$ cat src/rtl/rtcwdt_pkg.sv
// ----------------------------------------------------------------------------
// rtcwdt_pkg
// shared types, constants and controller commands for the rtc watchdog block
// ----------------------------------------------------------------------------
package rtcwdt_pkg;

    localparam int unsigned DefStoreCount   = 8;
    localparam int unsigned DefWdtStages    = 4;
    localparam int unsigned DefTimeHighBits = 16;

    localparam logic [29:0] CPU_HZ_DEFAULT  = 30'd160000000;
    localparam logic [29:0] SRC0_HZ_RESET   = 30'd150000;
    localparam logic [29:0] SRC1_HZ_RESET   = 30'd32768;
    localparam logic [29:0] SRC2_HZ_RESET   = 30'd8500000;
    localparam logic [4:0]  MULT_RESET      = 5'd1;
    localparam logic [31:0] KEY_RESET       = 32'd1356348065;
    localparam logic [2:0]  ACTION_MASK     = 3'h7;
    localparam int unsigned WDT_INT_BIT     = 3;

    // configuration register indexes
    typedef enum logic [2:0] {
        CFG_CPU_HZ = 3'd0,
        CFG_SRC0   = 3'd1,
        CFG_SRC1   = 3'd2,
        CFG_SRC2   = 3'd3,
        CFG_MULT   = 3'd4,
        CFG_KEY    = 3'd5
    } cfg_idx_t;

    // item opcodes
    typedef enum logic [2:0] {
        OP_READ  = 3'd0,
        OP_WRITE = 3'd1,
        OP_ADV   = 3'd2,
        OP_SET   = 3'd3,
        OP_CLR   = 3'd4
    } op_t;

    // register map
    localparam logic [4:0] R_TIME_UPD  = 5'd0;
    localparam logic [4:0] R_TIME_LO   = 5'd1;
    localparam logic [4:0] R_TIME_HI   = 5'd2;
    localparam logic [4:0] R_CLK_CONF  = 5'd3;
    localparam logic [4:0] R_INT_ENA   = 5'd4;
    localparam logic [4:0] R_INT_RAW   = 5'd5;
    localparam logic [4:0] R_INT_ST    = 5'd6;
    localparam logic [4:0] R_INT_CLR   = 5'd7;
    localparam logic [4:0] R_WDT_CONF0 = 5'd8;
    localparam logic [4:0] R_WDT_HOLD3 = 5'd12;
    localparam logic [4:0] R_WDT_FEED  = 5'd13;
    localparam logic [4:0] R_WDT_PROT  = 5'd14;
    localparam logic [4:0] R_STORE0    = 5'd16;

    typedef enum logic [3:0] {
        ST_IDLE,
        ST_PREP,
        ST_DIV1,
        ST_MUL,
        ST_DIV2,
        ST_COUNT,
        ST_WDT,
        ST_ACCESS,
        ST_OUT
    } state_t;

    // controller to datapath commands
    typedef struct packed {
        logic load;     // capture input item
        logic prep;     // pick divisor and source, fraction reset on divisor change
        logic div_start;// start a division
        logic div_sel;  // 0 first division, 1 second
        logic mul;      // form quotient * slow and remainder * slow + fraction
        logic count;    // add ticks to counter
        logic wdt_step; // one stage walk step
        logic access;   // register access
        logic out_load; // fill result register
    } ctrl_cmd_t;

    typedef struct packed {
        logic zero_cycles;
        logic div_done;
        logic wdt_done;
    } ctrl_sts_t;

endpackage

$ cat src/rtl/rtcwdt_ctrl.sv
// ----------------------------------------------------------------------------
// rtcwdt_ctrl
// sequencer for one item: scale, count, watchdog walk, access, result
// ----------------------------------------------------------------------------
module rtcwdt_ctrl
    import rtcwdt_pkg::*;
(
    input  logic       clk,
    input  logic       rst_n,
    input  logic       in_fire,
    input  logic       out_free,
    input  ctrl_sts_t  sts,
    output logic       in_ready,
    output ctrl_cmd_t  cmd
);
    state_t state_reg, state_next;

    always_ff @(posedge clk or negedge rst_n)
    begin
        if (!rst_n)
        begin
            state_reg <= ST_IDLE;
        end
        else
        begin
            state_reg <= state_next;
        end
    end

    // next state and commands
    always_comb
    begin
        state_next = state_reg;
        cmd        = '0;
        in_ready   = 1'b0;
        unique case (state_reg)
            ST_IDLE:
            begin
                in_ready = 1'b1;
                if (in_fire)
                begin
                    cmd.load   = 1'b1;
                    state_next = ST_PREP;
                end
            end
            ST_PREP:
            begin
                if (sts.zero_cycles)
                begin
                    state_next = ST_ACCESS;
                end
                else
                begin
                    cmd.prep      = 1'b1;
                    state_next    = ST_DIV1;
                end
            end
            ST_DIV1:
            begin
                cmd.div_start = 1'b1;
                state_next    = ST_MUL;
            end
            ST_MUL:
            begin
                if (sts.div_done)
                begin
                    cmd.mul    = 1'b1;
                    state_next = ST_DIV2;
                end
            end
            ST_DIV2:
            begin
                cmd.div_start = 1'b1;
                cmd.div_sel   = 1'b1;
                state_next    = ST_COUNT;
            end
            ST_COUNT:
            begin
                if (sts.div_done)
                begin
                    cmd.count  = 1'b1;
                    state_next = ST_WDT;
                end
            end
            ST_WDT:
            begin
                if (sts.wdt_done)
                begin
                    state_next = ST_ACCESS;
                end
                else
                begin
                    cmd.wdt_step = 1'b1;
                end
            end
            ST_ACCESS:
            begin
                cmd.access = 1'b1;
                state_next = ST_OUT;
            end
            ST_OUT:
            begin
                if (out_free)
                begin
                    cmd.out_load = 1'b1;
                    state_next   = ST_IDLE;
                end
            end
            default:
            begin
                state_next = ST_IDLE;
            end
        endcase
    end
endmodule

$ cat config.mk
export PLATFORM = sky130hd
export DESIGN_NAME = rtcwdt_ctrl
export DESIGN_NICKNAME = d
export VERILOG_FILES = /design/src/rtl/rtcwdt_pkg.sv /design/src/rtl/rtcwdt_ctrl.sv
export SDC_FILE = /design/constraint.sdc
export NUM_CORES = 1
export LEC_CHECK = 0
export BUFFER_PORTS_ARGS = -buffer_cell sky130_fd_sc_hd__buf_2
export CAP_MARGIN = 0
export CORE_AREA = 2 2 39 41
export DETAILED_ROUTE_END_ITERATION = 6
export DIE_AREA = 0 0 41 43
export PLACE_DENSITY = 0.63
export SETUP_SLACK_MARGIN = 0.4
export SLEW_MARGIN = 20
export SYNTH_ARGS = -nofsm -noshare
export SYNTH_HDL_FRONTEND = slang
export SYNTH_SLANG_ARGS = --single-unit
$ cat constraint.sdc
create_clock -name clk -period 1.5 [get_ports clk]
set_clock_uncertainty 0.2 [all_clocks]
set_input_delay 0.225 -clock clk [delete_from_list [all_inputs] [get_ports clk]]
set_output_delay 0.225 -clock clk [all_outputs]
set_load 0.02 [all_outputs]
After elaboration in Yosys (flattened, before gate mapping)
Cells that the tools add are included.
{ "word_totals": {"elab_cells": 39, "output_inout_bits": 10, "mem_bits_ro": 0, "inputBits": 7, "latchBits": 0, "n_memories": 0, "ff_bits": 4, "mem_bits_rw": 0} }
{ "classes": {"n_mul": 0, "n_eq_ne": 13, "shifts": 0, "n_bitwise": 0, "muxes": 22, "n_div": 0, "n_addsub": 0, "magnitude_cmp": 0, "reduce_logical": 3} }
{ "ops": {"columns": ["operator", "n"], "rows": [
  ["$pmux 4 s9", 1],
  ["$mux 4", 5],
  ["$eq 4x3->1 const B", 4],
  ["$mux 1", 15],
  ["$ne 2x2->1 const B", 5],
  ["$eq 4x2->1 const B", 2],
  ["$reduce_and 5->1", 1],
  ["$eq 4x1->1 const B", 1],
  ["$eq 4x4->1 const B", 1],
  ["$logic_not 4->1", 1],
  ["$mux 3", 1],
  ["$reduce_or 2->1", 1]
]} }

Longest topological paths before layout
Gate-level depths: netlist of the first run.
{ "logic_depth": {"depth_word": 3, "ltp_mapped": 5, "depth_no_buf": 4} }

Worst setup path after synthesis of the first run
No wires, ideal clock.
{ "synth_timing": {"path_kind": "reg2out", "from": "reg state_reg[3]", "to": "out cmd[8] (netlist name)", "t_arrival_ps": 1671, "path_stages_with_launch": 4, "required_ps": 1075, "n_path_buf": 1, "setup_slack_ps": -596, "cell_sequence": "dfrtp_1 > buf_2 > nor4_1 > and2_1"} }
{ "synth_lines": {"columns": ["element", "line", "text"], "rows": [
  ["from (decl)", "rtcwdt_ctrl.sv:16", "state_t state_reg, state_next;"],
  ["from (signal assigned)", "rtcwdt_ctrl.sv:26", "state_reg <= state_next;"],
  ["to (decl)", "rtcwdt_ctrl.sv:14", "output ctrl_cmd_t cmd"]
]} }

==> out/results.txt, run 1 <==
status = complete, but fails checks
failing checks = negative setup slack
synthesized area per cell = 9.21 µm²
crit-path most repeated cell = buf_6
Wirelength per Cell = 12.4 µm
via count = 443
CTS Buf Count = 3
placed cells = 80
LEAKAGE = 0.000352 µW
Layout Nets = 86
CP peak stage delay = 0.38 ns
pwr/cell area = 2340 nW/µm²
layout cells sized above 1 = 0.727
Primary FF master, synth = dfrtp_1
critical path type = register to output pin
GRT Overall Usage = 0.161
worst path required time = 1.07 ns
H-tree levels = 1
I/O pin cnt = 17
Worst VDD drop = 0.000897 V
Largest register FFs = 4
total gr overflow = 0
Final Worst Setup Slack = -0.244 ns
WL final = 1150 µm
sequential area share after synthesis = 0.259
CP bufs+invs = 2
TritonRoute pass-1 iters = 2
syn nets = 49
port buffer count = 16
DRT iter0 DRCs = 1
Setup crit end kind = output pin
fmax = 0.573 GHz
delay-heaviest family, CP = simple AND/OR/NAND/NOR gates
DP Area = 583 µm²
worst path arrival time = 1.32 ns
fraction of registers with async set/reset = 1.00
final hold vios = 0
HP Class = input pin to register
FF-to-FF setup slack = -0.20 ns
core area = 1380 µm²
relative slew slack = 0.771
detailed placement HPWL = 834 µm
largest net degree at the start of global routing = 10
row count = 14
Final Util = 0.547
register bit total from synthesis = 4
Worst setup SP type = register
critical-path cell list = buf_6 -> nor4_4 -> and2_4 -> buf_6
Slew Viols, Final = 0
Vias/cell = 4.76
Reg clk slew, reported paths = 0.03 ns
Die Y = 43 µm
Finished Cell Area = 757 µm²
yosys warns = 0
RSZ-0062 raised after global routing = true
initial antenna violation count = 0
final setup fails = 13
Syn-to-layout area delta = 95.8%
Die W = 41 µm
worst-margin pin slew = 0.342 ns
Initial Utilization = 0.279
EDFF count, synth = 0
final cell count without fillers = 93
mapped cell area = 387 µm²
crit-path max FO = 5
Netlist cell types = 22
RD Place Congestion = 0.831
Synth Instances = 42
CTS tree = yes
Antenna Nets Post-Route = 0
commonest non-fill, non-tap cell in the layout = buf_4
most frequent cells in the layout = buf_4 (18), buf_2 (8), buf_6 (8), nor3_2 (4)
Crit-path slowest cell = dfrtp_1
die footprint = 1760 µm²
# diodes = 0
Max Root-Sink Buffers = 2
clock root buffer master = clkbuf_4
vias in the first global route = 457
fin crit period = 1.74 ns
final period utilization = 1.16
max cap viols = 0
clock sinks = 4
later-pin clock latency in the skew report = 0.24 ns
first-pass GRT wire length = 1930 µm
DRC violations left = 0
[final cells by class]
cell class                 count  area (µm²)
clock buffer                   3        22.5
sequential                     4         103
tap                           16        20.0
fill                         135         627
inverter                       1        3.75
multi-input combinational     33         313
timing repair buffer          36         295
[power by group]
group / leakage, µW / switching (µW) / internal, µW / total, µW
Clock: 0.0000138 / 44.8 / 89.6 / 134
Sequential: 0.0000476 / 105 / 167 / 273
Combinational: 0.000291 / 610 / 757 / 1370
[per-layer routing]
metal / routed length, µm / global-route usage
met1: 463 / 0.203
met2: 617 / 0.256
met3: 73 / 0.0785
met4: 0 / 0
met5: 0 / 0
[metrics by stage]
stage	total power [µW]	setup TNS, ns	worst slack, ns	hold WS (ns)
floorplan	1020	-0.503	-0.0996	-0.271
global placement	1320	-0.693	-0.125	-0.165
detailed placement	1340	-1.13	-0.140	-0.165
CTS	1740	-2.14	-0.269	0.0148
global route	1920	-3.30	-0.327	0.0155
finish	1770	-2.30	-0.244	0.0190
[repair_timing]
| action | 4_1_cts | 5_1_grt |
|---|---|---|
| endpoints found under the hold margin | 4 | 0 |
| resized for setup | 21 | 5 |
| gates cloned | 0 | 0 |
| hold buffers | 1 | 0 |
| buffers inserted | 8 | 1 |
| setup endpoints to repair | 14 | 14 |
| pin swaps | 5 | 2 |
[path summary, 6_finish.rpt]
check,from,to,depth (start not counted)
max in group asynchronous,rst_n,state_reg[0]$_DFFE_PN0P_,2
hold reg to reg,state_reg[2]$_DFFE_PN0P_,state_reg[2]$_DFFE_PN0P_,3
hold / removal,out_free,state_reg[3]$_DFFE_PN0P_,2
setup / recovery,state_reg[3]$_DFFE_PN0P_,cmd[8],4
min in group asynchronous,rst_n,state_reg[1]$_DFFE_PN0P_,2
setup reg to reg,state_reg[3]$_DFFE_PN0P_,state_reg[2]$_DFFE_PN0P_,6
[cell usage after synthesis (all sizes together) (2+ instances only)]
master | number | share of area
a21oi | 3 | 0.039
buf | 4 | 0.084
dfrtp | 4 | 0.26
nand2 | 3 | 0.029
nand2b | 2 | 0.039
nor2 | 4 | 0.039
nor3 | 4 | 0.052
nor4 | 3 | 0.049
nor4b | 2 | 0.12
o21ai | 3 | 0.039
o31ai | 2 | 0.052
[cell families (layout without fill, tap and decap cells)]
group           count (synthesis)  in the layout  synth area share
mux                             1              1            0.0259
flops                           4              4             0.259
compound gates                 11             11             0.188
xor+xnor                        1              1            0.0712
simple gates                   20             20             0.362
buf+inv                         5             40            0.0938
[worst register-to-register path, cell delays in order, from the launching register on]
cell and delay (ns):
dfrtp_1 0.38, buf_6 0.14, buf_4 0.14, buf_6 0.11, nor4b_4 0.38, a211o_1 0.17, o31ai_2 0.05
(Power assumes the default switching activity.)
==> inputs of run 2 (changes only) <==
--- a/config.mk
+++ b/config.mk
@@ -11,8 +11,6 @@
 export DETAILED_ROUTE_END_ITERATION = 6
 export DIE_AREA = 0 0 41 43
 export PLACE_DENSITY = 0.63
-export SETUP_SLACK_MARGIN = 0.4
-export SLEW_MARGIN = 20
 export SYNTH_ARGS = -nofsm -noshare
 export SYNTH_HDL_FRONTEND = slang
 export SYNTH_SLANG_ARGS = --single-unit
==> run 2 against run 1 <==
The flow still finishes with violations (negative setup slack). Power grew 16%. Global-route usage grew 0.93 points. Cell count grew 7.5%. First-iteration DRC count grew to 9.0 times the previous value. Wire length grew 13%. Combinational power grew 18%. Largest power group unchanged.
==> out/results.txt, run 2 (synthesis gave the netlist of run 1 again) <==
layout cells sized above 1 = 0.738 (was 0.727)
later-pin clock latency in the skew report = 0.25 ns (was 0.24 ns)
H-tree levels = 1 (unchanged)
critical-path cell list = buf_6 -> buf_6 -> nor4_4 -> buf_4 (was buf_6 -> nor4_4 -> and2_4 -> buf_6)
met1 Use GR = 0.194 (was 0.203)
Largest register FFs = 4 (unchanged)
worst path required time = 1.07 ns (about the same)
final period utilization = 1.17 (was 1.16)
Wirelength per Cell = 13.1 µm (was 12.4 µm)
pwr/cell area = 2400 nW/µm² (was 2340 nW/µm²)
critical path type = register to output pin (unchanged)
HP Class = input pin to async pin (was input pin to register)
TritonRoute pass-1 iters = 2 (unchanged)
Crit-path slowest cell = dfrtp_2 (was dfrtp_1)
status = complete, but fails checks (unchanged)
met2 GRT Util = 0.244 (was 0.256)
detailed placement HPWL = 805 µm (was 834 µm)
# diodes = 0 (unchanged)
via count = 503 (was 443)
final hold vios = 0 (unchanged)
CTS tree = yes (unchanged)
CP peak stage delay = 0.42 ns (was 0.38 ns)
Critical Path Start = state_reg[2]$_DFFE_PN0P_ (was state_reg[3]$_DFFE_PN0P_)
fmax = 0.568 GHz (was 0.573 GHz)
most frequent cells in the layout = buf_4 (21), buf_6 (10), buf_2 (8), nor2_1 (4) (was buf_4 (18), buf_2 (8), buf_6 (8), nor3_2 (4))
gr busiest metal = met2 (unchanged)
DRT iter0 DRCs = 9 (was 1)
Antenna Nets Post-Route = 0 (unchanged)
GRT Overall Usage = 0.170 (was 0.161)
Setup crit end kind = output pin (unchanged)
DP Worst Slack = -0.132 ns (was -0.140 ns)
Final Util = 0.621 (was 0.547)
FF-to-FF setup slack = -0.22 ns (was -0.20 ns)
Worst setup SP type = register (unchanged)
fin crit period = 1.76 ns (was 1.74 ns)
Slew Viols, Final = 0 (unchanged)
Fill cells = 129 (was 135)
Layout Nets = 93 (was 86)
RSZ-0062 raised after global routing = true (unchanged)
Critical R2R Capture = state_reg[2]$_DFFE_PN0P_ (unchanged)
worst path arrival time = 1.33 ns (was 1.32 ns)
crit-path max FO = 2 (was 5)
final setup fails = 13 (unchanged)
clock root buffer master = clkbuf_4 (unchanged)
failing checks = negative setup slack (unchanged)
initial antenna violation count = 0 (unchanged)
commonest non-fill, non-tap cell in the layout = buf_4 (unchanged)
CP endpoint = cmd[4] (was cmd[8])
LEAKAGE = 0.000397 µW (was 0.000352 µW)
Max Root-Sink Buffers = 2 (unchanged)
first-pass GRT wire length = 1900 µm (was 1930 µm)
worst-margin pin slew = 0.349 ns (was 0.342 ns)
Worst VDD drop = 0.00107 V (was 0.000897 V)
Syn-to-layout area delta = 122% (was 95.8%)
RD Place Congestion = 0.831 (unchanged)
Initial Utilization = 0.279 (unchanged)
Vias/cell = 5.03 (was 4.76)
GR Layer Usage met3 = 0.0628 (was 0.0785)
cells on worst reg2reg path = 6 (unchanged)
total gr overflow = 0 (unchanged)
crit-path most repeated cell = buf_6 (unchanged)
CTS Buf Count = 3 (unchanged)
row count = 14 (unchanged)
relative slew slack = 0.767 (was 0.771)
I/O pin cnt = 17 (unchanged)
CP bufs+invs = 3 (was 2)
core area = 1380 µm² (unchanged)
delay-heaviest family, CP = flip-flops (was simple AND/OR/NAND/NOR gates)
Die Y = 43 µm (unchanged)
die footprint = 1760 µm² (unchanged)
Reg clk slew, reported paths = 0.04 ns (was 0.03 ns)
vias in the first global route = 434 (was 457)
Die W = 41 µm (unchanged)
Final Worst Setup Slack = -0.260 ns (was -0.244 ns)
WL final = 1310 µm (was 1150 µm)
max cap viols = 0 (unchanged)
DRC violations left = 0 (unchanged)
reg-to-reg startpoint = state_reg[2]$_DFFE_PN0P_ (was state_reg[3]$_DFFE_PN0P_)
clock sinks = 4 (unchanged)
port buffer count = 16 (unchanged)
largest net degree at the start of global routing = 9 (was 10)
WP depth = 4 (unchanged)
## run 2: worst min-delay path by stage
| stage | end | slack [ns] | cells past startpoint |
|---|---|---|---|
| finish | state_reg[1]$_DFFE_PN0P_ | 0.11 | 2 |
| global route | state_reg[1]$_DFFE_PN0P_ | 0.11 | 2 |
| CTS | state_reg[3]$_DFFE_PN0P_ | 0.007 | 2 |
| detailed placement | state_reg[0]$_DFFE_PN0P_ | -0.17 | 1 |
| global placement | state_reg[0]$_DFFE_PN0P_ | -0.17 | 1 |
| floorplan | state_reg[0]$_DFFE_PN0P_ | -0.27 | 0 |
## run 2: per-layer routing
| metal | vias to the layer above | routed length [µm] |
|---|---|---|
| met5 | - | 0 |
| met1 | 233 | 498 |
| li1 | 243 | - |
| met4 | 0 | 44 |
| met2 | 21 | 708 |
| met3 | 6 | 56 |
## run 2: area by class of cell
| cell class | count | area [µm²] | share of cell area |
|---|---|---|---|
| Timing Repair Buffer | 43 | 370 | 0.431 |
| Multi-Input combinational cell | 33 | 339 | 0.394 |
| Sequential cell | 4 | 104 | 0.121 |
| Clock buffer | 3 | 22.5 | 0.0262 |
| Tap cell | 16 | 20.0 | 0.0233 |
| Inverter | 1 | 3.75 | 0.00437 |
## run 2: repair_timing
item | CTS | global route
hold buffers | 1 | 1
setup endpoints to repair | 13 | 13
buffers inserted | 4 | 7
hold endpoints to repair | 4 | 1
gates resized for setup | 23 | 8
pin swaps | 4 | 4
## run 2: through the flow
step / TNS, ns / instance area [µm²] / power (µW) / hold WS (ns) / std cells
finish: -2.53 / 860 / 2070 / 0.110 / 100
global placement: -0.698 / 613 / 1390 / -0.166 / 84
detailed placement: -0.906 / 613 / 1400 / -0.166 / 84
global route: -3.41 / 860 / 2200 / 0.112 / 100
CTS: -2.39 / 748 / 1810 / 0.00654 / 92
floorplan: -0.503 / 434 / 1020 / -0.271 / 42
## run 2: power breakdown
group	internal (µW)	switching, µW	total [µW]
sequential	169	136	305
clock	90.0	51.7	142
combinational	941	678	1620
## run 2: worst register-to-register path, cell delays in order, from the launching register on
cell and delay, ns:
dfrtp_2 0.42, buf_12 0.15, xnor2_4 0.15, buf_6 0.13
nor4b_4 0.33, a211o_1 0.17, o31ai_2 0.06
